`config.mk`:
```
export PLATFORM = sky130hd
export DESIGN_NAME = throttle_passthrough_governor
export DESIGN_NICKNAME = d
export VERILOG_FILES = /design/src/hw/rtl/tpg_pkg.sv /design/src/hw/rtl/tpg_cfg.sv /design/src/hw/rtl/tpg_seq.sv /design/src/hw/rtl/throttle_passthrough_governor.sv
export SDC_FILE = /design/constraint.sdc
export NUM_CORES = 2
export LEC_CHECK = 0
export CAP_MARGIN = 15
export CORE_MARGIN = 3
export CORE_UTILIZATION = 55
export DETAILED_ROUTE_END_ITERATION = 10
export DONT_BUFFER_PORTS = 1
export MAX_ROUTING_LAYER = met4
export PLACE_DENSITY_LB_ADDON = 0.05
export SLEW_MARGIN = 10
export SYNTH_ARGS = -nofsm -noshare
export SYNTH_HDL_FRONTEND = slang
export SYNTH_SLANG_ARGS = --single-unit
```
`constraint.sdc`:
```
create_clock -name clk -period 20.2 [get_ports clk]
set_input_delay 2.02 -clock clk [delete_from_list [all_inputs] [get_ports clk]]
set_output_delay 2.02 -clock clk [all_outputs]
set_load 0.05 [all_outputs]
```
`src/hw/rtl/tpg_pkg.sv`:
```
package tpg_pkg;

    localparam int THR_W      = 17;
    localparam int HOV_W      = 16;
    localparam int BOOST_W    = 16;
    localparam int TIME_W     = 32;
    localparam int TMO_W      = 15;
    localparam int STATE_W    = 3;
    localparam int S_TDATA_W  = 72;
    localparam int M_TDATA_W  = 24;
    localparam int CFG_IDX_W  = 3;
    localparam int CFG_DATA_W = 17;

    localparam logic [TIME_W-1:0] AUTO_TIMEOUT_MS   = 32'd10000;
    localparam logic [TIME_W-1:0] AUTO_MIN_ENTRY_MS = 32'd5000;
    localparam logic [THR_W-1:0]  SPOOL_THRESHOLD   = 17'd21823;
    localparam logic [THR_W-1:0]  OUT_MAX           = 17'h1FFFF;

    // Reset values of the configuration registers
    localparam logic [THR_W-1:0] THROTTLE_CEILING_RST  = 17'd65536;
    localparam logic [HOV_W-1:0] HANDOVER_THROTTLE_RST = 16'd13107;
    localparam logic [TMO_W-1:0] ZERO_TIMEOUT_RST      = 15'd3000;

    typedef enum logic [STATE_W-1:0] {
        ST_OFF,
        ST_IDLE,
        ST_SPOOLUP,
        ST_ACTIVE,
        ST_ZERO,
        ST_AUTO,
        ST_BAILOUT,
        ST_RECOVERY
    } gov_state_t;

    typedef enum logic [CFG_IDX_W-1:0] {
        REG_THROTTLE_CEILING,
        REG_HANDOVER_THROTTLE,
        REG_STARTUP_RATE,
        REG_SPOOLUP_RATE,
        REG_TRACKING_RATE,
        REG_RECOVERY_RATE,
        REG_BAILOUT_RATE,
        REG_ZERO_TIMEOUT
    } cfg_reg_t;

    typedef struct packed {
        logic [THR_W-1:0] throttle_ceiling;
        logic [HOV_W-1:0] handover_throttle;
        logic [THR_W-1:0] startup_rate;
        logic [THR_W-1:0] spoolup_rate;
        logic [THR_W-1:0] tracking_rate;
        logic [THR_W-1:0] recovery_rate;
        logic [THR_W-1:0] bailout_rate;
        logic [TMO_W-1:0] zero_throttle_timeout_ms;
    } cfg_t;

    typedef struct packed {
        logic [TIME_W-1:0]  now_ms;
        logic [BOOST_W-1:0] tail_boost;
        logic               is_armed;
        logic               throttle_is_low;
        logic [THR_W-1:0]   throttle_cmd;
    } item_t;

    typedef struct packed {
        logic       spooled_up;
        gov_state_t gov_state;
        logic [THR_W-1:0] throttle_out;
    } result_t;

    // Move towards the target, rising by at most rate; a rate of zero is no limit.
    function automatic logic [THR_W-1:0] rise_limit(
        input logic [THR_W-1:0] cur,
        input logic [THR_W-1:0] tgt,
        input logic [THR_W-1:0] rate
    );
        logic [THR_W:0] sum;
        sum = {1'b0, cur} + {1'b0, rate};
        if ((rate != '0) && ({1'b0, tgt} > sum))
            return sum[THR_W-1:0];
        return tgt;
    endfunction

    // Slew limit in both directions.
    function automatic logic [THR_W-1:0] both_limit(
        input logic [THR_W-1:0] cur,
        input logic [THR_W-1:0] tgt,
        input logic [THR_W-1:0] rate
    );
        logic [THR_W:0]   sum;
        logic [THR_W-1:0] diff;
        sum  = {1'b0, cur} + {1'b0, rate};
        diff = cur - rate;
        if (rate != '0) begin
            if ({1'b0, tgt} > sum)
                return sum[THR_W-1:0];
            if ((cur > rate) && (tgt < diff))
                return diff;
        end
        return tgt;
    endfunction

    // Elapsed time is the wrapped difference taken as signed; negative never exceeds.
    function automatic logic elapsed_over(
        input logic [TIME_W-1:0] delta,
        input logic [TIME_W-1:0] limit
    );
        return !delta[TIME_W-1] && (delta > limit);
    endfunction

endpackage

```
`src/hw/rtl/tpg_cfg.sv`:
```
module tpg_cfg
    import tpg_pkg::*;
(
    input  logic                  clk,
    input  logic                  rst_n,
    input  logic                  wr_en,
    input  logic [CFG_IDX_W-1:0]  wr_index,
    input  logic [CFG_DATA_W-1:0] wr_data,
    output cfg_t                  cfg
);

    cfg_t cfg_reg;
    cfg_t cfg_next;

    always_comb
    begin
        cfg_next = cfg_reg;
        if (wr_en)
        begin
            unique case (cfg_reg_t'(wr_index))
                REG_THROTTLE_CEILING:  cfg_next.throttle_ceiling  = wr_data;
                REG_HANDOVER_THROTTLE: cfg_next.handover_throttle = wr_data[HOV_W-1:0];
                REG_STARTUP_RATE:      cfg_next.startup_rate      = wr_data;
                REG_SPOOLUP_RATE:      cfg_next.spoolup_rate      = wr_data;
                REG_TRACKING_RATE:     cfg_next.tracking_rate     = wr_data;
                REG_RECOVERY_RATE:     cfg_next.recovery_rate     = wr_data;
                REG_BAILOUT_RATE:      cfg_next.bailout_rate      = wr_data;
                REG_ZERO_TIMEOUT:
                    cfg_next.zero_throttle_timeout_ms = wr_data[TMO_W-1:0];
                default:               cfg_next = cfg_reg;
            endcase
        end
    end

    always_ff @(posedge clk or negedge rst_n)
    begin
        if (!rst_n)
        begin
            cfg_reg.throttle_ceiling         <= THROTTLE_CEILING_RST;
            cfg_reg.handover_throttle        <= HANDOVER_THROTTLE_RST;
            cfg_reg.startup_rate             <= '0;
            cfg_reg.spoolup_rate             <= '0;
            cfg_reg.tracking_rate            <= '0;
            cfg_reg.recovery_rate            <= '0;
            cfg_reg.bailout_rate             <= '0;
            cfg_reg.zero_throttle_timeout_ms <= ZERO_TIMEOUT_RST;
        end
        else
        begin
            cfg_reg <= cfg_next;
        end
    end

    assign cfg = cfg_reg;

endmodule

```
`src/hw/rtl/tpg_seq.sv`:
```
module tpg_seq
    import tpg_pkg::*;
(
    input  logic    clk,
    input  logic    rst_n,
    input  logic    step,
    input  item_t   item,
    input  cfg_t    cfg,
    output result_t result
);

    gov_state_t        state_reg;
    gov_state_t        state_next;
    logic [TIME_W-1:0] entry_reg;
    logic [TIME_W-1:0] entry_next;
    logic [THR_W-1:0]  ramped_reg;
    logic [THR_W-1:0]  ramped_next;

    logic [THR_W-1:0]         thr;
    logic [THR_W-1:0]         ramp_val;
    logic [THR_W+BOOST_W-1:0] product;
    logic [THR_W:0]           boosted;
    logic [THR_W-1:0]         out_val;
    logic [TIME_W-1:0]        elapsed;
    logic                     auto_en;
    logic                     spooled;

    // Ramp and output datapath
    always_comb
    begin
        thr = (item.throttle_cmd < cfg.throttle_ceiling) ? item.throttle_cmd
                                                         : cfg.throttle_ceiling;
        case (state_reg)
            ST_IDLE:     ramp_val = rise_limit(ramped_reg, thr, cfg.startup_rate);
            ST_SPOOLUP:  ramp_val = rise_limit(ramped_reg, thr, cfg.spoolup_rate);
            ST_ACTIVE:   ramp_val = both_limit(ramped_reg, thr, cfg.tracking_rate);
            ST_AUTO:     ramp_val = rise_limit(ramped_reg, thr, cfg.tracking_rate);
            ST_BAILOUT:  ramp_val = rise_limit(ramped_reg, thr, cfg.bailout_rate);
            ST_RECOVERY: ramp_val = rise_limit(ramped_reg, thr, cfg.recovery_rate);
            default:     ramp_val = '0;
        endcase

        product = ramp_val * item.tail_boost;
        boosted = {1'b0, ramp_val} + {1'b0, product[THR_W+BOOST_W-1:BOOST_W]};

        if (!item.is_armed)
            out_val = '0;
        else if (state_reg == ST_ACTIVE)
            out_val = boosted[THR_W] ? OUT_MAX : boosted[THR_W-1:0];
        else
            out_val = ramp_val;

        ramped_next = item.is_armed ? ramp_val : ramped_reg;
    end

    // Next state
    always_comb
    begin
        elapsed    = item.now_ms - entry_reg;
        auto_en    = (AUTO_TIMEOUT_MS != '0) && (cfg.bailout_rate != '0);
        state_next = state_reg;
        entry_next = entry_reg;
        if (!item.is_armed)
        begin
            state_next = ST_OFF;
            entry_next = item.now_ms;
        end
        else
        begin
            unique case (state_reg)
                ST_OFF:
                begin
                    if (!item.throttle_is_low)
                        state_next = ST_IDLE;
                end
                ST_IDLE:
                begin
                    if (item.throttle_is_low)
                        state_next = ST_OFF;
                    else if (thr > {1'b0, cfg.handover_throttle})
                        state_next = ST_SPOOLUP;
                end
                ST_SPOOLUP:
                begin
                    if (item.throttle_is_low)
                        state_next = ST_OFF;
                    else if (thr < {1'b0, cfg.handover_throttle})
                        state_next = ST_IDLE;
                    else if (out_val >= thr)
                        state_next = ST_ACTIVE;
                end
                ST_ACTIVE:
                begin
                    if (item.throttle_is_low)
                        state_next = ST_ZERO;
                    else if (thr < {1'b0, cfg.handover_throttle})
                    begin
                        if (auto_en && elapsed_over(elapsed, AUTO_MIN_ENTRY_MS))
                            state_next = ST_AUTO;
                        else
                            state_next = ST_IDLE;
                    end
                end
                ST_ZERO:
                begin
                    if (!item.throttle_is_low)
                        state_next = ST_RECOVERY;
                    else if (elapsed_over(elapsed,
                                          {{(TIME_W-TMO_W){1'b0}},
                                           cfg.zero_throttle_timeout_ms}))
                        state_next = ST_OFF;
                end
                ST_AUTO:
                begin
                    if (item.throttle_is_low)
                        state_next = ST_ZERO;
                    else if (thr > {1'b0, cfg.handover_throttle})
                        state_next = ST_BAILOUT;
                    else if (elapsed_over(elapsed, AUTO_TIMEOUT_MS))
                        state_next = ST_IDLE;
                end
                ST_BAILOUT:
                begin
                    if (item.throttle_is_low)
                        state_next = ST_ZERO;
                    else if (thr < {1'b0, cfg.handover_throttle})
                        state_next = ST_AUTO;
                    else if (out_val >= thr)
                        state_next = ST_ACTIVE;
                end
                ST_RECOVERY:
                begin
                    if (item.throttle_is_low)
                        state_next = ST_ZERO;
                    else if (thr < {1'b0, cfg.handover_throttle})
                        state_next = ST_IDLE;
                    else if (out_val >= thr)
                        state_next = ST_ACTIVE;
                end
                default:
                    state_next = ST_OFF;
            endcase
            // Every armed transition leads to a different state, so a change of state is
            // exactly when the entry time reloads.
            if (state_next != state_reg)
                entry_next = item.now_ms;
        end
    end

    // Outputs
    always_comb
    begin
        spooled = 1'b0;
        if (item.is_armed)
        begin
            unique case (state_next) inside
                ST_ACTIVE, ST_AUTO, ST_BAILOUT: spooled = 1'b1;
                ST_SPOOLUP, ST_RECOVERY:        spooled = out_val > SPOOL_THRESHOLD;
                default:                        spooled = 1'b0;
            endcase
        end
        result.throttle_out = out_val;
        result.gov_state    = state_next;
        result.spooled_up   = spooled;
    end

    always_ff @(posedge clk or negedge rst_n)
    begin
        if (!rst_n)
        begin
            state_reg  <= ST_OFF;
            entry_reg  <= '0;
            ramped_reg <= '0;
        end
        else if (step)
        begin
            state_reg  <= state_next;
            entry_reg  <= entry_next;
            ramped_reg <= ramped_next;
        end
    end

    a_disarm_off: assert property (@(posedge clk) disable iff (!rst_n)
        step && !item.is_armed |=> state_reg == ST_OFF && entry_reg == $past(item.now_ms))
        else $error("disarm did not force the off state");

    a_disarm_keeps_ramp: assert property (@(posedge clk) disable iff (!rst_n)
        step && !item.is_armed |=> $stable(ramped_reg))
        else $error("disarm changed the ramped throttle");

    a_entry_on_change: assert property (@(posedge clk) disable iff (!rst_n)
        step && state_next != state_reg |=> entry_reg == $past(item.now_ms))
        else $error("state change did not reload the entry time");

    a_off_clears_ramp: assert property (@(posedge clk) disable iff (!rst_n)
        step && item.is_armed && (state_reg == ST_OFF || state_reg == ST_ZERO)
        |=> ramped_reg == '0)
        else $error("ramp not cleared in off or zero throttle");

    a_idle_hold: assert property (@(posedge clk) disable iff (!rst_n)
        !step |=> $stable(state_reg) && $stable(ramped_reg))
        else $error("sequencer state moved without an item");

endmodule

```
`src/hw/rtl/throttle_passthrough_governor.sv`:
```
// Throttle sequencer for a helicopter motor, one word in and one word out per control tick.
// A word accepted into the input register passes through the sequencer into the result register, which drives m_tdata.
// Throughput: one word per clock cycle while m_tready is high; the input and result
// registers let a new word enter while the previous result still waits on m_tready.
// Reset (rst_n low, asynchronous): sequencer off, entry time and ramp cleared,
// configuration registers back to their defaults, both stages empty.
module throttle_passthrough_governor
    import tpg_pkg::*;
(
    input  logic                  clk,
    input  logic                  rst_n,

    // Input stream. s_tdata fields from bit 0: throttle_cmd[16:0], throttle_is_low[17],
    // is_armed[18], tail_boost[34:19], now_ms[66:35], unused bits[71:67].
    input  logic                  s_tvalid,
    output logic                  s_tready,
    input  logic [S_TDATA_W-1:0]  s_tdata,

    // Result stream. m_tdata fields from bit 0: throttle_out[16:0], gov_state[19:17],
    // spooled_up[20], zero padding[23:21].
    output logic                  m_tvalid,
    input  logic                  m_tready,
    output logic [M_TDATA_W-1:0]  m_tdata,

    // Configuration write channel: register index and value.
    input  logic                  cfg_valid,
    output logic                  cfg_ready,
    input  logic [CFG_IDX_W-1:0]  cfg_index,
    input  logic [CFG_DATA_W-1:0] cfg_data
);

    localparam int ITEM_W = $bits(item_t);
    localparam int RES_W  = $bits(result_t);

    // Input register stage: holds the accepted word until the sequencer consumes it.
    item_t   item_reg;
    logic    in_valid_reg;
    logic    in_valid_next;

    // Result register stage.
    result_t res_reg;
    logic    out_valid_reg;
    logic    out_valid_next;

    result_t res_comb;
    cfg_t    cfg;
    logic    advance;
    logic    step;
    logic    in_accept;

    // The result register can take a new value whenever it is empty or being drained.
    // The sequencer steps exactly when a word moves from the input to the result stage.
    assign advance   = !out_valid_reg || m_tready;
    assign step      = in_valid_reg && advance;
    assign s_tready  = !in_valid_reg || advance;
    assign in_accept = s_tvalid && s_tready;

    // Configuration writes are always taken and unchecked; they must only arrive while the block is idle.
    assign cfg_ready = 1'b1;

    always_comb
    begin
        in_valid_next = in_valid_reg;
        if (in_accept)
            in_valid_next = 1'b1;
        else if (step)
            in_valid_next = 1'b0;

        out_valid_next = out_valid_reg;
        if (advance)
            out_valid_next = in_valid_reg;
    end

    always_ff @(posedge clk or negedge rst_n)
    begin
        if (!rst_n)
        begin
            in_valid_reg  <= 1'b0;
            out_valid_reg <= 1'b0;
        end
        else
        begin
            in_valid_reg  <= in_valid_next;
            out_valid_reg <= out_valid_next;
        end
    end

    // Payload registers carry no reset.
    always_ff @(posedge clk)
    begin
        if (in_accept)
            item_reg <= item_t'(s_tdata[ITEM_W-1:0]);
        if (step)
            res_reg <= res_comb;
    end

    tpg_cfg u_cfg
    (
        .clk      (clk),
        .rst_n    (rst_n),
        .wr_en    (cfg_valid && cfg_ready),
        .wr_index (cfg_index),
        .wr_data  (cfg_data),
        .cfg      (cfg)
    );

    tpg_seq u_seq
    (
        .clk    (clk),
        .rst_n  (rst_n),
        .step   (step),
        .item   (item_reg),
        .cfg    (cfg),
        .result (res_comb)
    );

    assign m_tvalid = out_valid_reg;
    assign m_tdata  = {{(M_TDATA_W-RES_W){1'b0}}, res_reg};

    a_step_fills_output: assert property (@(posedge clk) disable iff (!rst_n)
        step |=> m_tvalid)
        else $error("a processed word did not reach the result register");

    a_stall_holds_input: assert property (@(posedge clk) disable iff (!rst_n)
        in_valid_reg && !advance |=> in_valid_reg && $stable(item_reg))
        else $error("input word lost while the output was stalled");

    a_no_overwrite: assert property (@(posedge clk) disable iff (!rst_n)
        m_tvalid && !m_tready |=> m_tvalid && $stable(res_reg))
        else $error("pending result overwritten");

endmodule
```
==> run_results.csv <==
group,metric,value,unit
detailed_routing,final_wirelength,110000,um
sta,slew_violations,0,
cts,cts.htree.levels,2,
synthesis,syn-instance-count,3511,
synthesis,synth.yosys.warnings,0,
critical_path,required,20660,ps
synthesis,postSynth.asyncResetShare,68.0,%
finish,drive_above_1_share,9.86,%
synthesis,synth_ff_type,"sky130_fd_sc_hd__dfrtp_1",
die,dieArea,61400,sq um
detailed_routing,residual_drc,0,
hold_path,holdCritStartpoint,"u_seq.entry_reg[1]",
detailed_routing,routed_wire_length_per_instance,25.6,um
synthesis,ys_top_cells_by_area,"sky130_fd_sc_hd__ha_1, sky130_fd_sc_hd__fa_1, sky130_fd_sc_hd__dfrtp_1, sky130_fd_sc_hd__edfxtp_1, sky130_fd_sc_hd__inv_1",
synthesis,synth_cell_types,102,
global_route,grt-busiest-layer,"met2",
critical_path,critPathKind,"reg2reg",
sta,fin_tns_setup,0,ps
die,row_count,87,
cts,cts_tree,"built",
detailed_routing,vias_per_cell,6.37,
critical_path,worst_setup_path_start_kind,"flop",
critical_path,path_delay_family,"compound AO/OA/AOI/OAI gates",
critical_path,endpoint_kind,"flop",
global_route,first_global_vias,27600,
synthesis,synth_enable_flop_cells,88,
die,vertical_extent_of_the_die,248,um
finish,fillers,4962,
sta,setup_violations,0,
critical_path,top_fanout_value_on_the_critical_path,25,
sta,finalWorstPathRequiredPeriod,18600,ps
detailed_routing,drtIter0Drc,2632,
cts,post_cts_buffers,0,
cts,cts.repair.resized,0,
job,max_cap_viol_count,0,
sta,finalHoldWorstSlack,508,ps
cts,clkSinkCount,275,
finish,final_nets,4225,
synthesis,syn-mean-instance-area,9.15,sq um
placed_design,post-dp-hpwl,84300,um
cts,clkSlewWorstSetupHoldPaths,60,ps
sta,worstMarginPinSlew,1160,ps
synthesis,most_area_hungry_cell_type_in_the_yosys_netlist,"sky130_fd_sc_hd__ha_1",
critical_path,r2r_end,"u_seq.entry_reg[0]",
sta,rsz0062_at_grt,"false",
finish,final-seq-area,7340,sq um
placed_design,numPortBuffers,0,
sta,timing.clock.skew,29.9,ps
synthesis,post_synth_instance_area,32100,sq um
synthesis,post_synth_most_frequent_cells,"sky130_fd_sc_hd__inv_1, sky130_fd_sc_hd__ha_1, sky130_fd_sc_hd__nand2_1",
detailed_routing,vias,27400,
synthesis,post_synthesis_sequential_area_ratio,22.8,%
cts,cts_inserted_buffers,35,
finish,layout-area-overhead-vs-synth,6.96,%
global_route,grt_first_pass_wirelength,166000,um
cts,clock_insertion_delay_worst_skew,590,ps
cts,cts.root.buffer_cell,"sky130_fd_sc_hd__clkbuf_16",
finish,multiInputGateArea,22700,sq um
cts,clock_path_buffers,3,
die,core_area,57000,sq um
die,floorplan.io_pins,124,
synthesis,synth_top_cell_area_share,15.5,%
critical_path,arrival,19060,ps
synthesis,postSynthRegisterBits,275,
sta,fmaxAchievable,53.8,MHz
detailed_routing,drt_first_pass_iters,6,
die,horizontal_die_dimension,248,um
critical_path,critPathBufInv,9,
critical_path,rr_worst_depth,67,
sta,slew_headroom,22.5,%
hold_path,hold_path_end,"u_seq.entry_reg[1]",
hold_path,min_path_type,"reg2reg",
global_route,global_route.usage.met2,56.2,%
placed_design,gp_congestion,1.02,
cts,cts_hold_repair.buffers,0,
global_route,grt_antenna_before_repair,3,
synthesis,most_common_cell_in_the_synthesized_netlist,"sky130_fd_sc_hd__inv_1",
finish,largest_register_ffs,133,
critical_path,worstReg2RegStart,"u_cfg.cfg[120]",
global_route,track_usage,37.4,%
detailed_routing,detail-route-antenna-nets,0,
finish,utilization,60.3,%
sta,hold_violations,0,
global_route,grt.met3_usage,7.22,%
sta,final_min_period_over_clock_period,92.1,%
die,initial_utilization,56.3,%
critical_path,critPathMaxStageDelay,760,ps
global_route,sum_of_overflow_across_all_layers_after_global_routing,0,
critical_path,timing.reg2reg.setup_slack,1600,ps
global_route,grtUsageMet1,49.8,%
global_route,largest_net_degree_at_the_start_of_global_routing,188,
status,outcome,"completed",
critical_path,critPathSlowestCell,"sky130_fd_sc_hd__a21oi_1",
hold_path,hold-path-cell-count,1,
[routing by layer]
| layer | up-vias | wire, um |
|---|---|---|
| li1 | 12300 | - |
| met1 | 13600 | 46200 |
| met2 | 1198 | 48300 |
| met3 | 287 | 10200 |
| met4 | 0 | 5290 |
| met5 | - | 0 |
[worst reg2reg max path, delay by kind of cell, from the launching register on]
kind                       cells  cell delay [ps]
AOI/OAI and AO/OA             26             7110
xor gates and xnor gates       1              170
adders and majority gates     12             4800
buffers and inverters          9             1400
DFF                            1              490
muxes                          3              810
and+or+nand+nor               16             3710
[cells in the final DEF (no fill, tap or decap), drive strengths merged, types with 34 or more instances in the layout]
master / n
inv: 437
ha: 399
nand2: 320
a21oi: 221
fa: 215
o21ai: 201
dfrtp: 171
nor2: 151
mux2: 143
and2: 117
edfxtp: 88
xnor2: 86
a21o: 82
buf: 79
nor2b: 60
nand3: 54
xor2: 46
a211oi: 44
clkbuf: 43
mux2i: 41
nor3: 40
nand4: 39
o211ai: 38
nor4: 35
nand2b: 34
[how the worst max path moves through the flow]
stage                        start                   to  slack, ps  depth (start not counted)
floorplan           u_cfg.cfg[120]  u_seq.entry_reg[10]       3760                         76
global placement    u_cfg.cfg[120]  u_seq.entry_reg[21]       1990                         72
detailed placement  u_cfg.cfg[120]  u_seq.entry_reg[22]       1720                         68
CTS                 u_cfg.cfg[120]  u_seq.entry_reg[20]       1650                         68
global route        u_cfg.cfg[120]   u_seq.entry_reg[0]        360                         69
finish              u_cfg.cfg[120]   u_seq.entry_reg[0]       1600                         67
[logic make-up after synthesis]
family	Yosys count	share of synthesized area, %
muxes	184	6.64
buffers and inverters	552	6.63
other	2	0.0234
and+or+nand+nor	933	14.4
AOI/OAI and AO/OA	816	16.7
DFF	275	22.8
xor gates and xnor gates	134	3.74
adders and majority gates	615	29.0
[layout make-up]
cell class | instances | area share [%]
antenna | 1 | 0.00728
clock buffer | 43 | 2.66
clock inverter | 20 | 0.586
inverter | 437 | 4.77
multi-input combinational | 2686 | 66.1
sequential | 275 | 21.4
tap | 756 | 2.75
timing repair buffer | 79 | 1.76
[per-stage QoR]
stage | instances | area (sq um) | worst slack [ps]
finish | 4297 | 34400 | 1600
global route | 4296 | 34400 | 364
CTS | 4296 | 34400 | 1650
detailed placement | 4233 | 33200 | 1720
global placement | 4233 | 33200 | 1990
floorplan | 3513 | 32100 | 3760
Power is not shown: default switching activity piles up to over one toggle a cycle in this logic, so the estimate is an artifact.
